**config.mk**
```make
export PLATFORM = sky130hd
export DESIGN_NAME = tracker_cell_note_quantizer_unit
export DESIGN_NICKNAME = d
export VERILOG_FILES = /design/src/rtl/core/tcnq_pkg.sv /design/src/rtl/core/tracker_cell_note_quantizer_unit.sv
export VERILOG_INCLUDE_DIRS = /design/src /design/src/rtl/core
export SDC_FILE = /design/constraint.sdc
export NUM_CORES = 2
export LEC_CHECK = 0
export ABC_AREA = 0
export BUFFER_PORTS_ARGS = -buffer_cell sky130_fd_sc_hd__buf_2
export CELL_PAD_IN_SITES_DETAIL_PLACEMENT = 0
export CELL_PAD_IN_SITES_GLOBAL_PLACEMENT = 1
export CORE_MARGIN = 3
export CORE_UTILIZATION = 45
export CTS_CLUSTER_SIZE = 25
export DETAILED_ROUTE_END_ITERATION = 16
export GPL_TIMING_DRIVEN = 0
export PLACE_DENSITY = 0.88
export SETUP_SLACK_MARGIN = 0.5
export SLEW_MARGIN = 20
export SYNTH_ARGS = -nofsm -noshare
export SYNTH_HDL_FRONTEND = slang
export SYNTH_SLANG_ARGS = --single-unit
```
**constraint.sdc**
```tcl
create_clock -name clk -period 15.2 [get_ports clk]
set_input_delay 0.76 -clock clk [delete_from_list [all_inputs] [get_ports clk]]
set_output_delay 0.76 -clock clk [all_outputs]
set_load 0.03 [all_outputs]
```
**src/rtl/core/assert_macros.svh**
```systemverilog
// ---------------------------------------------------------------------------
// Assertion macros
// Shared concurrent assertion wrappers, empty under synthesis.
// ---------------------------------------------------------------------------
`ifndef ASSERT_MACROS_SVH
`define ASSERT_MACROS_SVH

`ifndef SYNTHESIS

// property holds on every clock edge outside reset
`define ASSERT_PROP(lbl, clk_s, rstn_s, prop, msg) \
  lbl: assert property (@(posedge clk_s) disable iff (!rstn_s) prop) else $error(msg);

// expression never true outside reset
`define ASSERT_NEVER(lbl, clk_s, rstn_s, expr, msg) \
  lbl: assert property (@(posedge clk_s) disable iff (!rstn_s) !(expr)) else $error(msg);

`else

`define ASSERT_PROP(lbl, clk_s, rstn_s, prop, msg)
`define ASSERT_NEVER(lbl, clk_s, rstn_s, expr, msg)

`endif

`endif

```
**src/rtl/core/tcnq_pkg.sv**
```systemverilog
// ---------------------------------------------------------------------------
// tcnq_pkg
// Types, note table and search helper for the tracker cell note quantizer.
// ---------------------------------------------------------------------------
package tcnq_pkg;

  localparam int NOTE_COUNT         = 12;
  localparam int OCTAVE_COUNT       = 5;
  localparam int TICK_FRACTION_BITS = 4;

  localparam int PERIOD_W = 12;
  localparam int ENTRY_W  = 11;
  localparam int BASE_W   = 10;
  localparam int NOTE_W   = 4;
  localparam int OCT_W    = 3;
  localparam int SAMPLE_W = 8;
  localparam int DUR_W    = 16;

  localparam logic [NOTE_W-1:0] PAUSE_NOTE   = 4'd12;
  localparam logic [OCT_W-1:0]  PAUSE_OCTAVE = 3'd1;
  localparam logic [OCT_W-1:0]  LAST_OCTAVE  = 3'(OCTAVE_COUNT - 1);

  localparam logic [DUR_W-1:0] DURATION_TICKS = DUR_W'(32'd4 << TICK_FRACTION_BITS);

  // base periods, doubled for octave 0 and halved once per octave after that
  localparam logic [BASE_W-1:0] BASE_PERIOD [NOTE_COUNT] = '{
    10'd856, 10'd808, 10'd762, 10'd720, 10'd678, 10'd640,
    10'd604, 10'd570, 10'd538, 10'd508, 10'd480, 10'd453
  };

  typedef struct packed {
    logic [PERIOD_W-1:0] delta;
    logic [NOTE_W-1:0]   note;
  } oct_min_t;

  typedef struct packed {
    logic [PERIOD_W-1:0] period;
    logic [SAMPLE_W-1:0] sample;
    logic [PERIOD_W-1:0] best;
    logic [NOTE_W-1:0]   note;
    logic [OCT_W-1:0]    octave;
  } stage_t;

  // nearest note within one octave; ties keep the lower note
  function automatic oct_min_t oct_search(logic [PERIOD_W-1:0] period,
                                          logic [OCT_W-1:0] oct);
    logic [ENTRY_W-1:0] entry;
    oct_min_t           l0 [12];
    oct_min_t           l1 [6];
    oct_min_t           l2 [3];
    oct_min_t           l3;
    oct_min_t           res;
    for (int i = 0; i < NOTE_COUNT; i++) begin
      entry = {BASE_PERIOD[i], 1'b0} >> oct;
      l0[i].note  = NOTE_W'(i);
      l0[i].delta = (period >= {1'b0, entry}) ? period - {1'b0, entry}
                                              : {1'b0, entry} - period;
    end
    for (int j = 0; j < 6; j++) begin
      l1[j] = (l0[2*j+1].delta < l0[2*j].delta) ? l0[2*j+1] : l0[2*j];
    end
    for (int j = 0; j < 3; j++) begin
      l2[j] = (l1[2*j+1].delta < l1[2*j].delta) ? l1[2*j+1] : l1[2*j];
    end
    l3  = (l2[1].delta < l2[0].delta) ? l2[1] : l2[0];
    res = (l2[2].delta < l3.delta) ? l2[2] : l3;
    return res;
  endfunction

endpackage

```
**src/rtl/core/tracker_cell_note_quantizer_unit.sv**
```systemverilog
// ---------------------------------------------------------------------------
// tracker_cell_note_quantizer_unit
// Pattern cell decode: period to nearest note and octave, sample number.
// ---------------------------------------------------------------------------
// Takes one item per cycle while in_stall is low and returns one result
// per item. The pipeline has one stage per octave of the note table:
// each stage measures the period against that octave's twelve notes and
// keeps the nearest entry seen so far (earlier octave and lower note win
// ties). The last stage is the output register; stages holding no item let
// new items in while a result waits on a stalled output.
module tracker_cell_note_quantizer_unit (
  input  logic                         clk,
  input  logic                         rst_n,
  input  logic                         in_valid,
  output logic                         in_stall,
  input  logic [7:0]                   in_cell_byte_first,
  input  logic [7:0]                   in_cell_byte_second,
  input  logic [7:0]                   in_cell_byte_third,
  output logic                         out_valid,
  input  logic                         out_stall,
  output logic [tcnq_pkg::NOTE_W-1:0]   out_note_index,
  output logic [tcnq_pkg::OCT_W-1:0]    out_octave_index,
  output logic [tcnq_pkg::SAMPLE_W-1:0] out_sample_number,
  output logic [tcnq_pkg::DUR_W-1:0]    out_duration_ticks
);
  import tcnq_pkg::*;

  `include "assert_macros.svh"

  logic [OCTAVE_COUNT-1:0] valid_r;
  logic [OCTAVE_COUNT-1:0] adv;
  stage_t                  stage_r [OCTAVE_COUNT];
  stage_t                  src     [OCTAVE_COUNT];
  stage_t                  stage_nxt [OCTAVE_COUNT];
  oct_min_t                cand    [OCTAVE_COUNT];

  // a stage moves when it is empty or the one after it moves
  always_comb begin
    adv[OCTAVE_COUNT-1] = !valid_r[OCTAVE_COUNT-1] || !out_stall;
    for (int k = OCTAVE_COUNT - 2; k >= 0; k--) begin
      adv[k] = !valid_r[k] || adv[k+1];
    end
  end

  assign in_stall = !adv[0];

  always_comb begin
    src[0].period = {in_cell_byte_first[3:0], in_cell_byte_second};
    src[0].sample = {in_cell_byte_first[7:4], in_cell_byte_third[7:4]};
    src[0].best   = '0;
    src[0].note   = '0;
    src[0].octave = '0;
    for (int k = 1; k < OCTAVE_COUNT; k++) begin
      src[k] = stage_r[k-1];
    end
    for (int k = 0; k < OCTAVE_COUNT; k++) begin
      cand[k]      = oct_search(src[k].period, OCT_W'(k));
      stage_nxt[k] = src[k];
      if (k == 0 || cand[k].delta < src[k].best) begin
        stage_nxt[k].best   = cand[k].delta;
        stage_nxt[k].note   = cand[k].note;
        stage_nxt[k].octave = OCT_W'(k);
      end
    end
    // zero period is a pause
    if (src[OCTAVE_COUNT-1].period == '0) begin
      stage_nxt[OCTAVE_COUNT-1].note   = PAUSE_NOTE;
      stage_nxt[OCTAVE_COUNT-1].octave = PAUSE_OCTAVE;
    end
  end

  always_ff @(posedge clk) begin
    if (!rst_n) begin
      valid_r <= '0;
    end else begin
      if (adv[0]) begin
        valid_r[0] <= in_valid;
      end
      for (int k = 1; k < OCTAVE_COUNT; k++) begin
        if (adv[k]) begin
          valid_r[k] <= valid_r[k-1];
        end
      end
    end
  end

  always_ff @(posedge clk) begin
    for (int k = 0; k < OCTAVE_COUNT; k++) begin
      if (adv[k]) begin
        stage_r[k] <= stage_nxt[k];
      end
    end
  end

  assign out_valid          = valid_r[OCTAVE_COUNT-1];
  assign out_note_index     = stage_r[OCTAVE_COUNT-1].note;
  assign out_octave_index   = stage_r[OCTAVE_COUNT-1].octave;
  assign out_sample_number  = stage_r[OCTAVE_COUNT-1].sample;
  assign out_duration_ticks = DURATION_TICKS;

  `ASSERT_PROP(a_stall_only_when_full, clk, rst_n, in_stall |-> valid_r[0],
               "input stalled with empty first stage")
  `ASSERT_PROP(a_mid_stage_holds, clk, rst_n,
               (valid_r[2] && !adv[2]) |=> (valid_r[2] && $stable(stage_r[2])),
               "held stage changed")
  `ASSERT_PROP(a_pause_octave, clk, rst_n,
               (out_valid && out_note_index == PAUSE_NOTE) |-> (out_octave_index == PAUSE_OCTAVE),
               "pause with wrong octave")
  `ASSERT_NEVER(a_note_range, clk, rst_n,
                out_valid && (out_note_index > PAUSE_NOTE || out_octave_index > LAST_OCTAVE),
                "result out of range")

endmodule
```
After elaboration in Yosys (flattened, before gate mapping)
Memory sizes are Yosys's and may differ from the RTL's.
Cells that the tools add are included.
- mux-type cells: 130
- magnitude comparators: 119
- reduce and logical (&&, ||, !) cells: 13
- $add $sub $neg: 120
- operators with widths (kind ; count):
    two-way mux 16 bit ; 55
    two-way mux 12 bit ; 60
    < comparator 12 bit ; 59
    greater-or-equal comparator 12 x 10 -> 1 bit (second input constant) ; 12
    greater-or-equal comparator 12 x 7 -> 1 bit (second input constant) ; 12
    greater-or-equal comparator 12 x 8 -> 1 bit (second input constant) ; 12
    greater-or-equal comparator 12 x 9 -> 1 bit (second input constant) ; 12
    subtractor 10 x 12 -> 12 bit (first input constant) ; 12
    subtractor 12 x 10 -> 12 bit (second input constant) ; 12
    subtractor 12 x 7 -> 12 bit (second input constant) ; 12
    subtractor 12 x 8 -> 12 bit (second input constant) ; 12
    subtractor 12 x 9 -> 12 bit (second input constant) ; 12
    subtractor 7 x 12 -> 12 bit (first input constant) ; 12
    subtractor 8 x 12 -> 12 bit (first input constant) ; 12
    subtractor 9 x 12 -> 12 bit (first input constant) ; 12
    greater-or-equal comparator 12 x 11 -> 1 bit (second input constant) ; 9
    subtractor 11 x 12 -> 12 bit (first input constant) ; 9
    subtractor 12 x 11 -> 12 bit (second input constant) ; 9
    two-way mux 19 bit ; 4
    greater-or-equal comparator 12 x 6 -> 1 bit (second input constant) ; 3
    subtractor 12 x 6 -> 12 bit (second input constant) ; 3
    subtractor 6 x 12 -> 12 bit (first input constant) ; 3
    logical NOT 12 bit ; 1
    two-way mux 1 bit ; 10
    other kinds (3) ; 13
- flip-flop bits (word level): 5
- output and inout port bits: 33
- input port bits: 28
- bits in writable memories: 195
- memories: 1
- word-level logic and storage cells: 388
- memory list (memory ; depth ; bits a word ; rd ports ; clocked after Yosys merged registers in ; wr ports ; RTL line ; text):
    stage_r ; 5 ; 39 ; 5 ; 0 ; 5 ; tracker_cell_note_quantizer_unit.sv:32 ; stage_t stage_r [OCTAVE_COUNT];

Logic depth before layout (Yosys ltp)
An unclocked memory read counts as a cell.
- depth in word-level cells: 14
- depth in mapped cells: 83
- gate-level depth less buffers: 74

Least setup slack after synthesis
Ideal clock, no wire load.
- kind: flip-flop to flip-flop
- from: memory stage_r[0][32] (netlist name)
- to: memory stage_r[0][47] (netlist name), data pin
- path buffers: 11
- arrival time: 13821 ps
- period minus slack after synthesis: 14081 ps
- library setup time: 260 ps
- slack: 1119 ps
- required time: 14940 ps
- cell stages (with the launch flop): 77
- cell sequence: edfxtp_1 > clkbuf_1 > inv_1 > clkbuf_1 > ha_1 > clkbuf_1 > a21oi_1 > o21a_1 > o21ai_1 > clkbuf_1 > nor2_1 > a221oi_1 > a21oi_1 > o22ai_1 > a32oi_1 > ha_1 > or3_1 > a221oi_1 > [... 41 more ...] > clkbuf_1 > clkbuf_1 > nand2_1 > o21ai_1 > ha_1 > a21oi_1 > nor2b_1 > o21ai_0 > nand2b_1 > a21oi_1 > nor2b_1 > o21ai_0 > nand2b_1 > a21oi_1 > o311ai_1 > inv_1 > buf_1 > mux2_2
- RTL lines (item ; RTL line):
    start: declaration ; tracker_cell_note_quantizer_unit.sv:32

==> results.py <==
metrics = {
    "floorplan": {
        "dieWidth_um": 332,
        "fp-row-count": 119,
        "initial_core_util_pct": 45.4,
        "dieArea_um2": 110000,
        "core_um2": 106000,
        "dieHeight_um": 332,
        "ioPinCount": 61,
    },
    "route": {
        "route.met3.wl_um": 17400,
        "wirelength_um": 210000,
        "wire_per_inst_um": 25.7,
        "antenna_left": 0,
        "dr_wl_met2_um": 90300,
        "viasPerCell": 6.32,
        "top_layer": "met5",
        "first_pass_iters": 7,
        "drt_iter0_drc": 5773,
        "vias": 51700,
        "met1_length_um": 86600,
        "drc_errors": 0,
    },
    "synthesis": {
        "syn_area_um2": 47900,
        "yosysWarnings": 0,
        "synthesis.instances": 6588,
        "ys.flop_type": "edfxtp_1",
        "avgSynthCellArea_um2": 7.28,
        "synth_seq_cells": 168,
        "synth_cell_type_count": 107,
        "postSynth.asyncResetShare_pct": 0,
        "ys_seq_area_share_pct": 10.4,
        "synth_edf_count": 163,
    },
    "run_status": {
        "status": "completed",
    },
    "sta": {
        "setup_viol": 0,
        "rsz0062_at_grt": "yes",
        "tightest_slew_ns": 1.13,
        "relSlewSlack_pct": 24.4,
        "max_freq_mhz": 71.2,
        "finalClockSkew_ns": 0.0126,
        "min_period_over_period_pct": 92.4,
        "final_hold_viol_count": 0,
        "final_max_slew_viol_count": 0,
        "finalSetupTns_ns": 0,
        "layout_setup_ws_ns": 1.16,
        "period_minus_slack_ns": 14.04,
    },
    "worst_setup_path": {
        "worst_ep_arrival_time_ns": 14.25,
        "required_ns": 15.41,
        "path_class": "reg2reg",
        "critPathSlowestCell": "edfxtp_1",
        "cp-end-kind": "register",
        "path_common_cell": "a21oi_1",
        "critPathMaxStageDelay_ns": 0.48,
        "rrSetupSlack_ns": 1.16,
        "worstPathMaxFanout": 10,
        "worstSetupStartpointType": "register",
    },
    "clock_network": {
        "clockBufferDepth": 2,
        "cts_buffers": 17,
        "clock_latency_ns": 0.46,
        "clk_pin_slew_ns": 0.07,
        "cts-htree-levels": 4,
        "cts.sinks": 168,
        "root_buffer": "clkbuf_16",
        "cts_tree": "built",
    },
    "job": {
        "maxCapViolations": 0,
    },
    "global_route": {
        "grt_util_all_layers_pct": 36.2,
        "grt_overflow": 0,
        "grt_first_pass_wirelength_um": 307000,
        "antenna_found_initial": 4,
        "grt_pass1_vias": 48700,
        "grt_max_degree": 39,
    },
    "power_and_ir_drop": {
        "power_leakage_nw": 23.6,
        "switching_share_pct": 53.8,
        "power_frac_seq_pct": 9.0,
        "peakVddDrop_v": 0.000196,
        "p_sw_w": 0.00538,
        "combPwrFrac_pct": 86.7,
        "p_clk_share_pct": 4.3,
        "intPower_w": 0.00462,
        "power_per_cell_area_nw_per_um2": 189,
    },
    "finish": {
        "final_common_cell": "ha_1",
        "nNetsFinal": 7574,
        "area_growth_pct": 10.5,
        "post_route_cells_drive_above_1_share_pct": 11.0,
        "layout_common_cells": "765 x ha_1, 688 x a21oi_1, 561 x nand2_1, 547 x nor2_1, 489 x xnor2_1",
    },
    "min_path": {
        "holdCritPathClass": "reg2reg",
    },
    "place": {
        "dp_slack_ns": -2.91,
        "dp_hpwl_um": 165000,
        "gp_congestion": 1.04,
        "port_buffers": 40,
    },
}
cells in the mapped netlist (all sizes together) (93+ instances only):
cell type / count / area share (%)
ha: 778 / 20
edfxtp: 163 / 10
a21oi: 719 / 7.5
nand2: 568 / 4.4
o21ai: 508 / 5.3
xnor2: 493 / 9.0
nor2b: 120 / 1.6
mux2i: 301 / 6.3
clkbuf: 318 / 2.5
inv: 452 / 3.5
nand3: 103 / 1.1
nor2: 558 / 4.4
mux2: 119 / 2.8
a21o: 164 / 2.6
nand4: 93 / 1.2
o21a: 98 / 1.5
flip-flops by register name (all words and copies together) (netlist names):
name and cells:
stage_r 163, valid_r 5
critical path: cells and delay by family (launching register included):
| kind | cells | cell delay (ns) |
|---|---|---|
| xor gates and xnor gates | 1 | 0.15 |
| adders and majority gates | 7 | 1.95 |
| muxes | 2 | 0.69 |
| DFF | 1 | 0.48 |
| and+or+nand+nor | 17 | 2.32 |
| AOI/OAI and AO/OA | 32 | 5.92 |
| buffers and inverters | 11 | 2.23 |
layout make-up:
class / instances / area (µm²)
Fill cell: 10700 / 52600
Tap cell: 1391 / 1740
Timing Repair Buffer: 147 / 1050
Sequential cell: 168 / 4990
Inverter: 464 / 1830
Clock inverter: 13 / 134
Clock buffer: 19 / 443
Antenna cell: 3 / 7.51
Buffer: 403 / 2080
Multi-Input combinational cell: 5567 / 40700
cells by family after synthesis:
group,Yosys count,share of synthesized area [%]
flops,168,10.4
xor+xnor,548,10.0
buf+inv,867,7.00
compound gates,2017,25.9
fa+ha+maj,780,20.4
other cells,2,0.0157
mux,420,9.10
simple gates,1786,17.2
layer usage:
layer	GRT usage, %	vias up
met2	56.5	2699
met5	0	-
met1	46.6	24300
li1	-	24000
met4	23.1	2
met3	5.36	745
per-stage QoR:
step | std cells | total power (W) | utilization [%] | hold slack [ns] | area, µm²
floorplan | 6602 | 0.00660 | - | 0.400 | 48000
global placement | 8033 | 0.00871 | 47.3 | 0.401 | 49900
detailed placement | 8037 | 0.00884 | 47.4 | 0.405 | 50000
CTS | 8103 | 0.00959 | 48.9 | 0.420 | 51600
global route | 8172 | 0.0109 | 50.2 | 0.426 | 53000
finish | 8175 | 0.0100 | 50.2 | 0.418 | 53000
worst paths after layout:
path | from | to | cells past startpoint
worst max-delay path | stage_r[0][105] | stage_r[0][130] | 70
worst max register to register | stage_r[0][105] | stage_r[0][130] | 70
worst min register to register | stage_r[0][143] | stage_r[0][182] | 0
worst min-delay path | stage_r[0][143] | stage_r[0][182] | 0
power groups by stage:
stage          clock network (W)  registers [W]  logic [W]
4_1_cts                 0.000440       0.000905    0.00825
3_3_place_gp                   0       0.000918    0.00779
5_1_grt                 0.000458       0.000912    0.00950
6_report                0.000429       0.000903    0.00867
2_1_floorplan                  0       0.000905    0.00569
3_5_place_dp                   0       0.000921    0.00792
timing repair:
| action | 4_1_cts | 5_1_grt |
|---|---|---|
| pin swaps | 9 | 21 |
| hold buffers | 0 | 0 |
| hold endpoints to repair | 0 | 0 |
| setup buffers | 34 | 69 |
| cloned | 0 | 0 |
| resized for setup | 262 | 385 |
| endpoints found under the setup margin | 60 | 75 |
(Power assumes the default switching activity.)
